## src/hw/rtl/ksd_pkg.sv

```systemverilog
`default_nettype none

package ksd_pkg;

    localparam int STEP_W     = 32;
    localparam int POS_W      = 4;
    localparam int CODE_W     = 10;
    localparam int VALUE_W    = 2;
    localparam int TIME_W     = 32;
    localparam int TIMEOUT_W  = 18;
    localparam int CFG_IDX_W  = 3;
    localparam int CFG_DATA_W = 64;
    localparam int LEN_W      = 4;

    // Configuration register map
    localparam logic [CFG_IDX_W-1:0] REG_SEQ_LENGTH  = 3'd0;
    localparam logic [CFG_IDX_W-1:0] REG_STEP_PAIR_0 = 3'd1;

    // Key event values
    localparam logic [VALUE_W-1:0] KEY_RELEASE = 2'd0;
    localparam logic [VALUE_W-1:0] KEY_PRESS   = 2'd1;
    localparam logic [VALUE_W-1:0] KEY_REPEAT  = 2'd2;

    typedef struct packed {
        logic [CODE_W-1:0]  key_code;
        logic [VALUE_W-1:0] key_value;
        logic [TIME_W-1:0]  time_ms;
    } key_event_t;

    typedef struct packed {
        logic             matched;
        logic [POS_W-1:0] position;
    } key_result_t;

    // One step word, bit 31 down to bit 0
    typedef struct packed {
        logic                 untimed;
        logic [TIMEOUT_W-1:0] timeout;
        logic [VALUE_W-1:0]   value;
        logic                 any_key;
        logic [CODE_W-1:0]    code;
    } step_t;

    // Next state and result produced for one event
    typedef struct packed {
        logic              matched;
        logic [POS_W-1:0]  step_index;
        logic [TIME_W-1:0] last_check_ms;
    } ksd_update_t;

endpackage

`default_nettype wire

```

## src/hw/rtl/key_sequence_detector.sv

```systemverilog
`default_nettype none

// Channel   Dir  Handshake          Payload
// evt       in   evt_valid/stall    ksd_pkg::key_event_t  (code, value, time)
// res       out  res_valid/stall    ksd_pkg::key_result_t (matched, position)
// cfg       in   cfg_valid/ready    cfg_index (3b), cfg_data (64b)
//
// One event per cycle sustained while res is not stalled. A transfer on evt loads
// the input register; the whole step check (timeout subtract/compare, code compare,
// advance) sits between it and the result register, which drives res. Reset clears
// the position, the timestamp, the length (to 1) and all steps. A stall on res holds
// the result register, then the input register behind it. cfg_ready is always high;
// user writes must wait until no event is in flight; the block does not enforce it.

module key_sequence_detector #(
    parameter int MAX_STEPS = 8
) (
    input  wire logic                            clk,
    input  wire logic                            rst_n,

    input  wire logic                            evt_valid,
    output logic                                 evt_stall,
    input  wire ksd_pkg::key_event_t             evt_data,

    output logic                                 res_valid,
    input  wire logic                            res_stall,
    output ksd_pkg::key_result_t                 res_data,

    input  wire logic                            cfg_valid,
    output logic                                 cfg_ready,
    input  wire logic [ksd_pkg::CFG_IDX_W-1:0]   cfg_index,
    input  wire logic [ksd_pkg::CFG_DATA_W-1:0]  cfg_data
);

    // Configuration storage
    ksd_pkg::step_t            steps [MAX_STEPS];
    logic [ksd_pkg::LEN_W-1:0] eff_length;

    assign cfg_ready = 1'b1;

    ksd_step_regs #(
        .MAX_STEPS (MAX_STEPS)
    ) u_step_regs (
        .clk        (clk),
        .rst_n      (rst_n),
        .cfg_write  (cfg_valid && cfg_ready),
        .cfg_index  (cfg_index),
        .cfg_data   (cfg_data),
        .steps      (steps),
        .eff_length (eff_length)
    );

    // Input register
    logic                 in_valid_reg;
    ksd_pkg::key_event_t  in_data_reg;
    logic                 advance;
    logic                 evt_take;

    // Advance the input item when the result register is free or draining
    assign advance   = in_valid_reg && (!res_valid || !res_stall);
    assign evt_stall = in_valid_reg && !advance;
    assign evt_take  = evt_valid && !evt_stall;

    always_ff @(posedge clk or negedge rst_n)
    begin
        if (!rst_n)
        begin
            in_valid_reg <= 1'b0;
        end
        else if (evt_take)
        begin
            in_valid_reg <= 1'b1;
        end
        else if (advance)
        begin
            in_valid_reg <= 1'b0;
        end
    end

    always_ff @(posedge clk)
    begin
        if (evt_take)
        begin
            in_data_reg <= evt_data;
        end
    end

    // Sequence state, updated as each event moves into the result register
    logic [ksd_pkg::POS_W-1:0]  step_index_reg;
    logic [ksd_pkg::TIME_W-1:0] last_check_ms_reg;
    ksd_pkg::ksd_update_t       upd;

    ksd_seq_step #(
        .MAX_STEPS (MAX_STEPS)
    ) u_seq_step (
        .evt           (in_data_reg),
        .step_index    (step_index_reg),
        .last_check_ms (last_check_ms_reg),
        .steps         (steps),
        .eff_length    (eff_length),
        .upd           (upd)
    );

    always_ff @(posedge clk or negedge rst_n)
    begin
        if (!rst_n)
        begin
            step_index_reg    <= '0;
            last_check_ms_reg <= '0;
        end
        else if (advance)
        begin
            step_index_reg    <= upd.step_index;
            last_check_ms_reg <= upd.last_check_ms;
        end
    end

    // Result register
    logic                  res_valid_reg;
    ksd_pkg::key_result_t  res_data_reg;

    always_ff @(posedge clk or negedge rst_n)
    begin
        if (!rst_n)
        begin
            res_valid_reg <= 1'b0;
        end
        else if (advance)
        begin
            res_valid_reg <= 1'b1;
        end
        else if (!res_stall)
        begin
            res_valid_reg <= 1'b0;
        end
    end

    always_ff @(posedge clk)
    begin
        if (advance)
        begin
            res_data_reg.matched  <= upd.matched;
            res_data_reg.position <= upd.step_index;
        end
    end

    assign res_valid = res_valid_reg;
    assign res_data  = res_data_reg;

    // The position never runs past the longest combination
    a_index_range: assert property (@(posedge clk) disable iff (!rst_n)
        step_index_reg <= ksd_pkg::POS_W'(MAX_STEPS))
        else $error("step index beyond MAX_STEPS");

    // A match always reports a nonzero position
    a_match_pos: assert property (@(posedge clk) disable iff (!rst_n)
        res_valid && res_data.matched |-> res_data.position != '0)
        else $error("match with position zero");

    // A transfer on evt always lands in the input register
    a_take_lands: assert property (@(posedge clk) disable iff (!rst_n)
        evt_valid && !evt_stall |=> in_valid_reg)
        else $error("accepted event lost");

    // Results appear only after an event advanced out of the input register
    a_res_source: assert property (@(posedge clk) disable iff (!rst_n)
        $rose(res_valid) |-> $past(in_valid_reg))
        else $error("result without event");

endmodule

`default_nettype wire

```

## src/hw/rtl/ksd_step_regs.sv

```systemverilog
`default_nettype none

module ksd_step_regs #(
    parameter int MAX_STEPS = 8
) (
    input  wire logic                                clk,
    input  wire logic                                rst_n,
    input  wire logic                                cfg_write,
    input  wire logic [ksd_pkg::CFG_IDX_W-1:0]       cfg_index,
    input  wire logic [ksd_pkg::CFG_DATA_W-1:0]      cfg_data,
    output ksd_pkg::step_t                           steps [MAX_STEPS],
    output logic [ksd_pkg::LEN_W-1:0]                eff_length
);

    localparam logic [ksd_pkg::LEN_W-1:0] MAX_LEN = ksd_pkg::LEN_W'(MAX_STEPS);

    logic [ksd_pkg::LEN_W-1:0] seq_length_reg;
    ksd_pkg::step_t            step_reg [MAX_STEPS];

    always_ff @(posedge clk or negedge rst_n)
    begin
        if (!rst_n)
        begin
            seq_length_reg <= ksd_pkg::LEN_W'(1);
        end
        else if (cfg_write && cfg_index == ksd_pkg::REG_SEQ_LENGTH)
        begin
            seq_length_reg <= cfg_data[ksd_pkg::LEN_W-1:0];
        end
    end

    // Each step lives in one half of its pair register
    for (genvar k = 0; k < MAX_STEPS; k++)
    begin : g_step
        localparam logic [ksd_pkg::CFG_IDX_W-1:0] PAIR_IDX =
            ksd_pkg::CFG_IDX_W'(ksd_pkg::REG_STEP_PAIR_0 + k / 2);

        always_ff @(posedge clk or negedge rst_n)
        begin
            if (!rst_n)
            begin
                step_reg[k] <= '0;
            end
            else if (cfg_write && cfg_index == PAIR_IDX)
            begin
                step_reg[k] <= cfg_data[(k % 2) * ksd_pkg::STEP_W +: ksd_pkg::STEP_W];
            end
        end

        assign steps[k] = step_reg[k];
    end

    // Clamp the length to 1..MAX_STEPS
    always_comb
    begin
        if (seq_length_reg == '0)
        begin
            eff_length = ksd_pkg::LEN_W'(1);
        end
        else if (seq_length_reg > MAX_LEN)
        begin
            eff_length = MAX_LEN;
        end
        else
        begin
            eff_length = seq_length_reg;
        end
    end

endmodule

`default_nettype wire

```

## src/hw/rtl/ksd_seq_step.sv

```systemverilog
`default_nettype none

module ksd_seq_step #(
    parameter int MAX_STEPS = 8
) (
    input  wire ksd_pkg::key_event_t         evt,
    input  wire logic [ksd_pkg::POS_W-1:0]   step_index,
    input  wire logic [ksd_pkg::TIME_W-1:0]  last_check_ms,
    input  wire ksd_pkg::step_t              steps [MAX_STEPS],
    input  wire logic [ksd_pkg::LEN_W-1:0]   eff_length,
    output ksd_pkg::ksd_update_t             upd
);

    localparam int IDX_W = (MAX_STEPS > 1) ? $clog2(MAX_STEPS) : 1;

    logic [ksd_pkg::POS_W-1:0]  cur_idx;
    logic [ksd_pkg::POS_W-1:0]  timed_idx;
    logic [ksd_pkg::POS_W-1:0]  next_idx;
    ksd_pkg::step_t             cur_step;
    ksd_pkg::step_t             chk_step;
    logic [ksd_pkg::TIME_W-1:0] elapsed;
    logic                       expired;
    logic                       hit;

    always_comb
    begin
        // Wrap back to the first step after a completed combination
        cur_idx  = (step_index >= eff_length) ? '0 : step_index;
        cur_step = steps[cur_idx[IDX_W-1:0]];

        elapsed = evt.time_ms - last_check_ms;
        expired = !cur_step.untimed &&
                  (elapsed > ksd_pkg::TIME_W'(cur_step.timeout));

        timed_idx = expired ? '0 : cur_idx;
        chk_step  = expired ? steps[0] : cur_step;

        hit = (evt.key_value == chk_step.value) &&
              (chk_step.any_key || evt.key_code == chk_step.code);

        if (evt.key_value == ksd_pkg::KEY_REPEAT)
        begin
            next_idx = timed_idx;
        end
        else if (hit)
        begin
            next_idx = timed_idx + ksd_pkg::POS_W'(1);
        end
        else
        begin
            next_idx = '0;
        end

        upd.step_index    = next_idx;
        upd.last_check_ms = cur_step.untimed ? last_check_ms : evt.time_ms;
        upd.matched       = (next_idx >= eff_length);
    end

endmodule

`default_nettype wire
```

## config.mk

```make
export PLATFORM = sky130hd
export DESIGN_NAME = key_sequence_detector
export DESIGN_NICKNAME = d
export VERILOG_FILES = /design/src/hw/rtl/ksd_pkg.sv /design/src/hw/rtl/key_sequence_detector.sv /design/src/hw/rtl/ksd_step_regs.sv /design/src/hw/rtl/ksd_seq_step.sv
export SDC_FILE = /design/constraint.sdc
export NUM_CORES = 1
export LEC_CHECK = 0
export BUFFER_PORTS_ARGS = -buffer_cell sky130_fd_sc_hd__buf_2
export CORE_MARGIN = 3
export CORE_UTILIZATION = 62
export CTS_BUF_LIST = sky130_fd_sc_hd__clkbuf_8
export DETAILED_ROUTE_END_ITERATION = 10
export PLACE_DENSITY = 0.82
export SLEW_MARGIN = 10
export SYNTH_ARGS = -nofsm -noshare
export SYNTH_HDL_FRONTEND = slang
export SYNTH_SLANG_ARGS = --single-unit
```

## constraint.sdc

```tcl
create_clock -name clk -period 11.1 [get_ports clk]
set_input_delay 2.22 -clock clk [delete_from_list [all_inputs] [get_ports clk]]
set_output_delay 2.22 -clock clk [all_outputs]
set_load 0.01 [all_outputs]
```

======== After elaboration in Yosys (flattened, before gate mapping) ========
Index checks and enable logic that the tools add are counted.
Widths: inputs -> output; s select.
storage, ports and cells
  word-level logic and storage cells ...... 102
  flip-flop bits (word level) ............. 347
  output and inout port bits .............. 8
  bits of input ports ..................... 116
cells by class
  equality and inequality tests ........... 8
  mux-type cells .......................... 14
  reductions and logical operators ........ 21
  $lt $le $gt $ge ......................... 5
  add/sub/neg operators ................... 2
  bitwise gates (word level) .............. 2
operators by type and width
  operator             count
  $bmux 32 s3          1
  $mux 32              2
  $gt 32x18->1         1
  $sub 32x32->32       1
  $mux 4               6
  $mux 13              1
  $eq 10x10->1         1
  $logic_and 1x1->1    10
  $ge 4x4->1           2
  $eq 3x2->1 const B   2
  $logic_not 1->1      5
  $add 4x1->4 const B  1
  $ge 4x4->1 const B   1
  $gt 4x4->1 const B   1
  $logic_not 4->1      1
  $mux 1               4
  $not 3->4            1
  $eq 3x1->1 const B   1
  $eq 3x3->1 const B   1
  $logic_not 3->1      1
  $eq 2x2->1           1
  $eq 2x2->1 const B   1
  $logic_or 1x1->1     2
  $ne 2x1->1 const B   1
  other kinds (3)      3

======== Depth between registers and ports, before layout ========
  depth after elaboration ................. 18
  gate-level depth with buffers ........... 35
  depth with buffers taken out ............ 31

======== By module ========
Synthesis repeated with hierarchy kept, for this count alone.
second synthesis, totals
  cell total of the unflattened synthesis .. 1568
  area, all modules ....................... 18754.2 um^2
by module, submodules not included
  module                 times used  area each (um^2)  cells each  seq. area each (um^2)
  ksd_step_regs          1           9786.9            558         6507.5
  ksd_seq_step           1           5906.9            875         0.0
  key_sequence_detector  1           3060.4            135         2422.3

======== Worst setup path before layout ========
Ideal clock, no wire load.
  path kind ............................... register to register
  from .................................... reg step_index_reg[0] (netlist name)
  to ...................................... reg res_data_reg, in the netlist res_data[4], data pin
  clock period less this slack ............ 7.484 ns
  path slack .............................. 3.616 ns
  arrival time ............................ 7.227 ns
  buffers on the path ..................... 5
  library setup time ...................... 0.257 ns
  cell stages (with the launch flop) ...... 34
  required time ........................... 10.843 ns
  cells stage by stage .................... dfrtp_1 clkbuf_1 clkinv_1 ha_1 nand2b_1 a2111oi_0 nor2_1 nor2_1 clkbuf_1 clkbuf_1 buf_1 nand3_1 a31oi_1 ha_1 and4_1 nand3_1 nor3_1 a211o_1 o21ai_0 o2111a_1 nand4_1 or4_1 buf_2 o31a_4 o211ai_1 nand3_1 a221oi_4 a21oi_2 ha_1 nand2b_1 a21oi_1 nor2b_1 o21ai_0 nand2b_1
RTL lines
  element                 line                          RTL
  start, declared         key_sequence_detector.sv:89   logic [ksd_pkg::POS_W-1:0] step_index_reg;
  start signal, assigned  key_sequence_detector.sv:113  step_index_reg <= upd.step_index;
  end, declared           key_sequence_detector.sv:120  ksd_pkg::key_result_t res_data_reg;

==> flow_summary_export.csv <==
group,metric,value,unit
clocking,cts_setup_buffers,0,
worst_setup_path,worstSetupPathType,"flip-flop to flip-flop",
power,p_clk_frac,0.212,
detailed_routing,dr.pass1.iters,5,
placed_design,post-dp-hpwl,27700,microns
timing,min_period_over_period,0.800,
final_layout,fin_cells,2108,
timing,finalSetupViolCount,0,
placed_design,globalplace.congestion,0.864,
worst_hold_path,worstHoldStart,"in_valid_reg",
synthesis,ys_seq_elements,347,
power,p_leak,0.00874,uW
detailed_routing,avgViaCountPerCell,6.12,
worst_setup_path,cp_max_fo,52,
clocking,clock_latency,0.60,ns
global_routing,gr-total-overflow,0,
timing,tightestPinTransition,1.11,ns
synthesis,netlist_instances,1566,
power,powerDensity,254,nW/um^2
floorplanning,die_w,175,microns
worst_setup_path,crit_path_frequent_cell,"a21oi_1",
global_routing,grt_pass1_wl,69300,microns
final_layout,nets,1859,
synthesis,synthArstFlopShare,0.859,
detailed_routing,routed_wl,42900,microns
timing,slew_violations,0,
clocking,cts-root-buf,"clkbuf_8",
worst_setup_path,startpoint_type,"flip-flop",
floorplanning,ios,124,
worst_setup_path,crit_path_start,"step_index_reg[0]",
worst_setup_path,reg2reg_from,"step_index_reg[0]",
timing,setup-tns-final,0,ns
worst_setup_path,path_buf_inv,4,
power,ir_worst_vdd,0.131,mV
power,p_sw_frac,0.389,
floorplanning,coreArea,27900,sq um
detailed_routing,drt-initial-drc-count,1035,
power,total_power,5030,uW
power,power.switching,1960,uW
detailed_routing,drtAntennaViolNets,0,
detailed_routing,vias,12911,
clocking,cts_made_buffers,56,
worst_setup_path,crit_path_max_incr_delay,0.69,ns
power,power_frac_comb,0.439,
placed_design,numPortBuffers,122,
worst_setup_path,crit_path_end_kind,"flip-flop",
detailed_routing,route.detailed.drc,0,
timing,rsz0062_at_grt,"no",
clocking,ctsResizeCount,0,
detailed_routing,wl_per_cell,20.4,microns
synthesis,synth.distinct_cells,72,
clocking,cts_sinks,347,
floorplanning,die_h,175,microns
run,drv_cap,0,
run_status,status,"finished clean",
timing,hold_violations,0,
floorplanning,die_area,30600,sq um
synthesis,synth.avg_cell_area,11.3,sq um
global_routing,grt_max_degree,82,
timing,fin_crit,8.88,ns
timing,max-slew-margin-rel,0.261,
synthesis,ys_seq_area_frac,0.505,
final_layout,largest_register_ffs,256,
clocking,cts_buffer_depth,3,
global_routing,grt_usage,0.281,
worst_setup_path,crit_path_top_delay_cell,"or4_1",
worst_setup_path,crit_family,"compound AO/OA/AOI/OAI gates",
timing,fmaxAchievable,0.113,GHz
global_routing,antenna_found_initial,0,
clocking,clkTransAtPathRegs,0.06,ns
synthesis,synth_ff_type,"dfrtp_1",
worst_setup_path,cp.required,11.43,ns
synthesis,synth_edf_count,49,
synthesis,synthesis.area,17700,sq um
worst_setup_path,critical_path_arrival,9.21,ns
clocking,ctsHtreeMaxLevel,2,
clocking,cts_tree,"built",
final_layout,drive_above_1_share,0.305,
floorplanning,start_util,0.633,
power,internal_power,3070,uW
power,seqPwrFrac,0.349,
synthesis,synthesis.nets,1741,
synthesis,ys_warn_count,0,
global_routing,first_global_vias,13297,
timing,finClkSkew,0.0348,ns
floorplanning,num_rows,61,
clocking,ctsHoldBuffers,0,
final_layout,syn_to_final_growth,11.8,%
placed_design,dpl.cell_count,2004,
worst_hold_path,hp-class,"flip-flop to flip-flop",
## final timing paths
| path | end | slack, ns | depth (start not counted) |
|---|---|---|---|
| min in group asynchronous | u_step_regs.steps[37] | 1.59 | 1 |
| hold reg to reg | res_valid | 0.48 | 1 |
| setup / recovery | res_data[4] | 2.22 | 31 |
| setup reg to reg | res_data[4] | 2.22 | 31 |
| max in group asynchronous | step_index_reg[0] | 8.03 | 2 |
| hold / removal | res_valid | 0.48 | 1 |
## worst register-to-register path: cells and delay by family (launching register included)
family,cells,cell delay (ns)
simple gates,8,1.53
fa+ha+maj,3,0.94
compound gates,16,3.96
flops,1,0.34
buf+inv,4,1.83
## per-layer routing
| layer | vias up | part of all wire | global-route usage |
|---|---|---|---|
| li1 | 5920 | - | - |
| met1 | 6464 | 0.43 | 0.376 |
| met2 | 442 | 0.48 | 0.465 |
| met3 | 85 | 0.057 | 0.0474 |
| met4 | 0 | 0.028 | 0.103 |
| met5 | - | 0 | 0 |
## power by group through the flow
stage                     logic, uW  clock network, uW  registers (uW)
after floorplan                1620                  0            1710
after global placement         2100                  0            1750
after detailed placement       2160                  0            1770
after CTS                      2190               1090            1750
after global routing           2430               1150            1780
final                          2210               1070            1750
## cells in the mapped netlist, types with 3 or more instances
| cell type | instances | area share |
|---|---|---|
| xor2_1 | 14 | 0.0069 |
| dfrtp_1 | 297 | 0.42 |
| xnor2_1 | 27 | 0.013 |
| o211ai_1 | 8 | 0.0034 |
| o21ai_0 | 33 | 0.0093 |
| nand4_1 | 13 | 0.0046 |
| a21o_1 | 15 | 0.0064 |
| o22ai_1 | 24 | 0.0085 |
| mux2_2 | 293 | 0.19 |
| clkbuf_1 | 68 | 0.014 |
| o21a_1 | 10 | 0.0042 |
| a221oi_1 | 11 | 0.0054 |
| a21oi_1 | 65 | 0.018 |
| o311ai_0 | 3 | 0.0015 |
| a21boi_1 | 4 | 0.0017 |
| mux2i_1 | 28 | 0.016 |
| nand3_1 | 60 | 0.017 |
| ha_1 | 58 | 0.041 |
| o21ai_1 | 4 | 0.0011 |
| edfxtp_1 | 49 | 0.083 |
| nor2b_1 | 11 | 0.0039 |
| and2_1 | 4 | 0.0014 |
| nand2b_1 | 8 | 0.0028 |
| a211oi_1 | 11 | 0.0047 |
| nand2_1 | 175 | 0.037 |
| nor2_1 | 87 | 0.018 |
| and3_1 | 11 | 0.0039 |
| a2111oi_0 | 5 | 0.0025 |
| o31ai_1 | 7 | 0.0030 |
| nor3_1 | 15 | 0.0042 |
| buf_1 | 9 | 0.0019 |
| a211o_1 | 4 | 0.0020 |
| o221ai_1 | 4 | 0.0020 |
| inv_1 | 50 | 0.011 |
| or3_1 | 3 | 0.0011 |
| a31oi_1 | 32 | 0.011 |
## kinds of logic after synthesis
family,count (synthesis),synth area share
buffers and inverters,131,0.0282
and+or+nand+nor,399,0.100
DFF,347,0.505
xor gates and xnor gates,41,0.0203
adders and majority gates,59,0.0422
other,1,0.000212
AOI/OAI and AO/OA,266,0.101
muxes,322,0.204
## through the flow
stage / hold WS, ns / worst slack (ns) / instance area, sq um / util
after floorplan: 0.444 / 3.62 / 17700 / -
after global placement: 0.449 / 2.69 / 18700 / 0.668
after detailed placement: 0.472 / 2.33 / 18700 / 0.668
after CTS: 0.485 / 2.26 / 19800 / 0.708
after global routing: 0.496 / 1.64 / 19800 / 0.708
final: 0.482 / 2.22 / 19800 / 0.708
## cell usage in the layout, fill, tap and decap left out, types with 4 or more instances in the layout
cell       synthesis  routed
a2111oi_0          5       5
dfrtp_1          297     296
o21ai_0           33      32
o211ai_1           8       8
nand3_1           60      59
clkbuf_8           0      70
edfxtp_1          49      49
a21o_1            15      15
mux2_2           293     293
xnor2_1           27      27
o31ai_1            7       7
o21ai_1            4       4
a221oi_1          11      11
a211oi_1          11      11
a211o_1            4       4
and3_1            11      11
nor2b_1           11      11
nor2_1            87      85
inv_1             50      75
ha_1              58      58
clkinv_1           1       6
buf_2              2     121
o221ai_1           4       4
nand2b_1           8       8
nand4_1           13      13
nand2_1          175     174
a21boi_1           4       4
buf_4              1      18
xor2_1            14      14
nor3_1            15      14
o21a_1            10       9
mux2i_1           28      28
a21oi_1           65      65
o22ai_1           24      24
a31oi_1           32      32
## final cells by class
type / instances / area (sq um)
diodes: 1 / 2.50
clock buffers: 70 / 963
clock inverters: 33 / 145
fillers: 2020 / 8170
inverters: 51 / 191
multi-input cells: 1088 / 8310
flip-flops and latches: 347 / 8930
well taps: 378 / 473
repair buffers: 140 / 756
No activity file was read; power rests on OpenSTA's default activity.
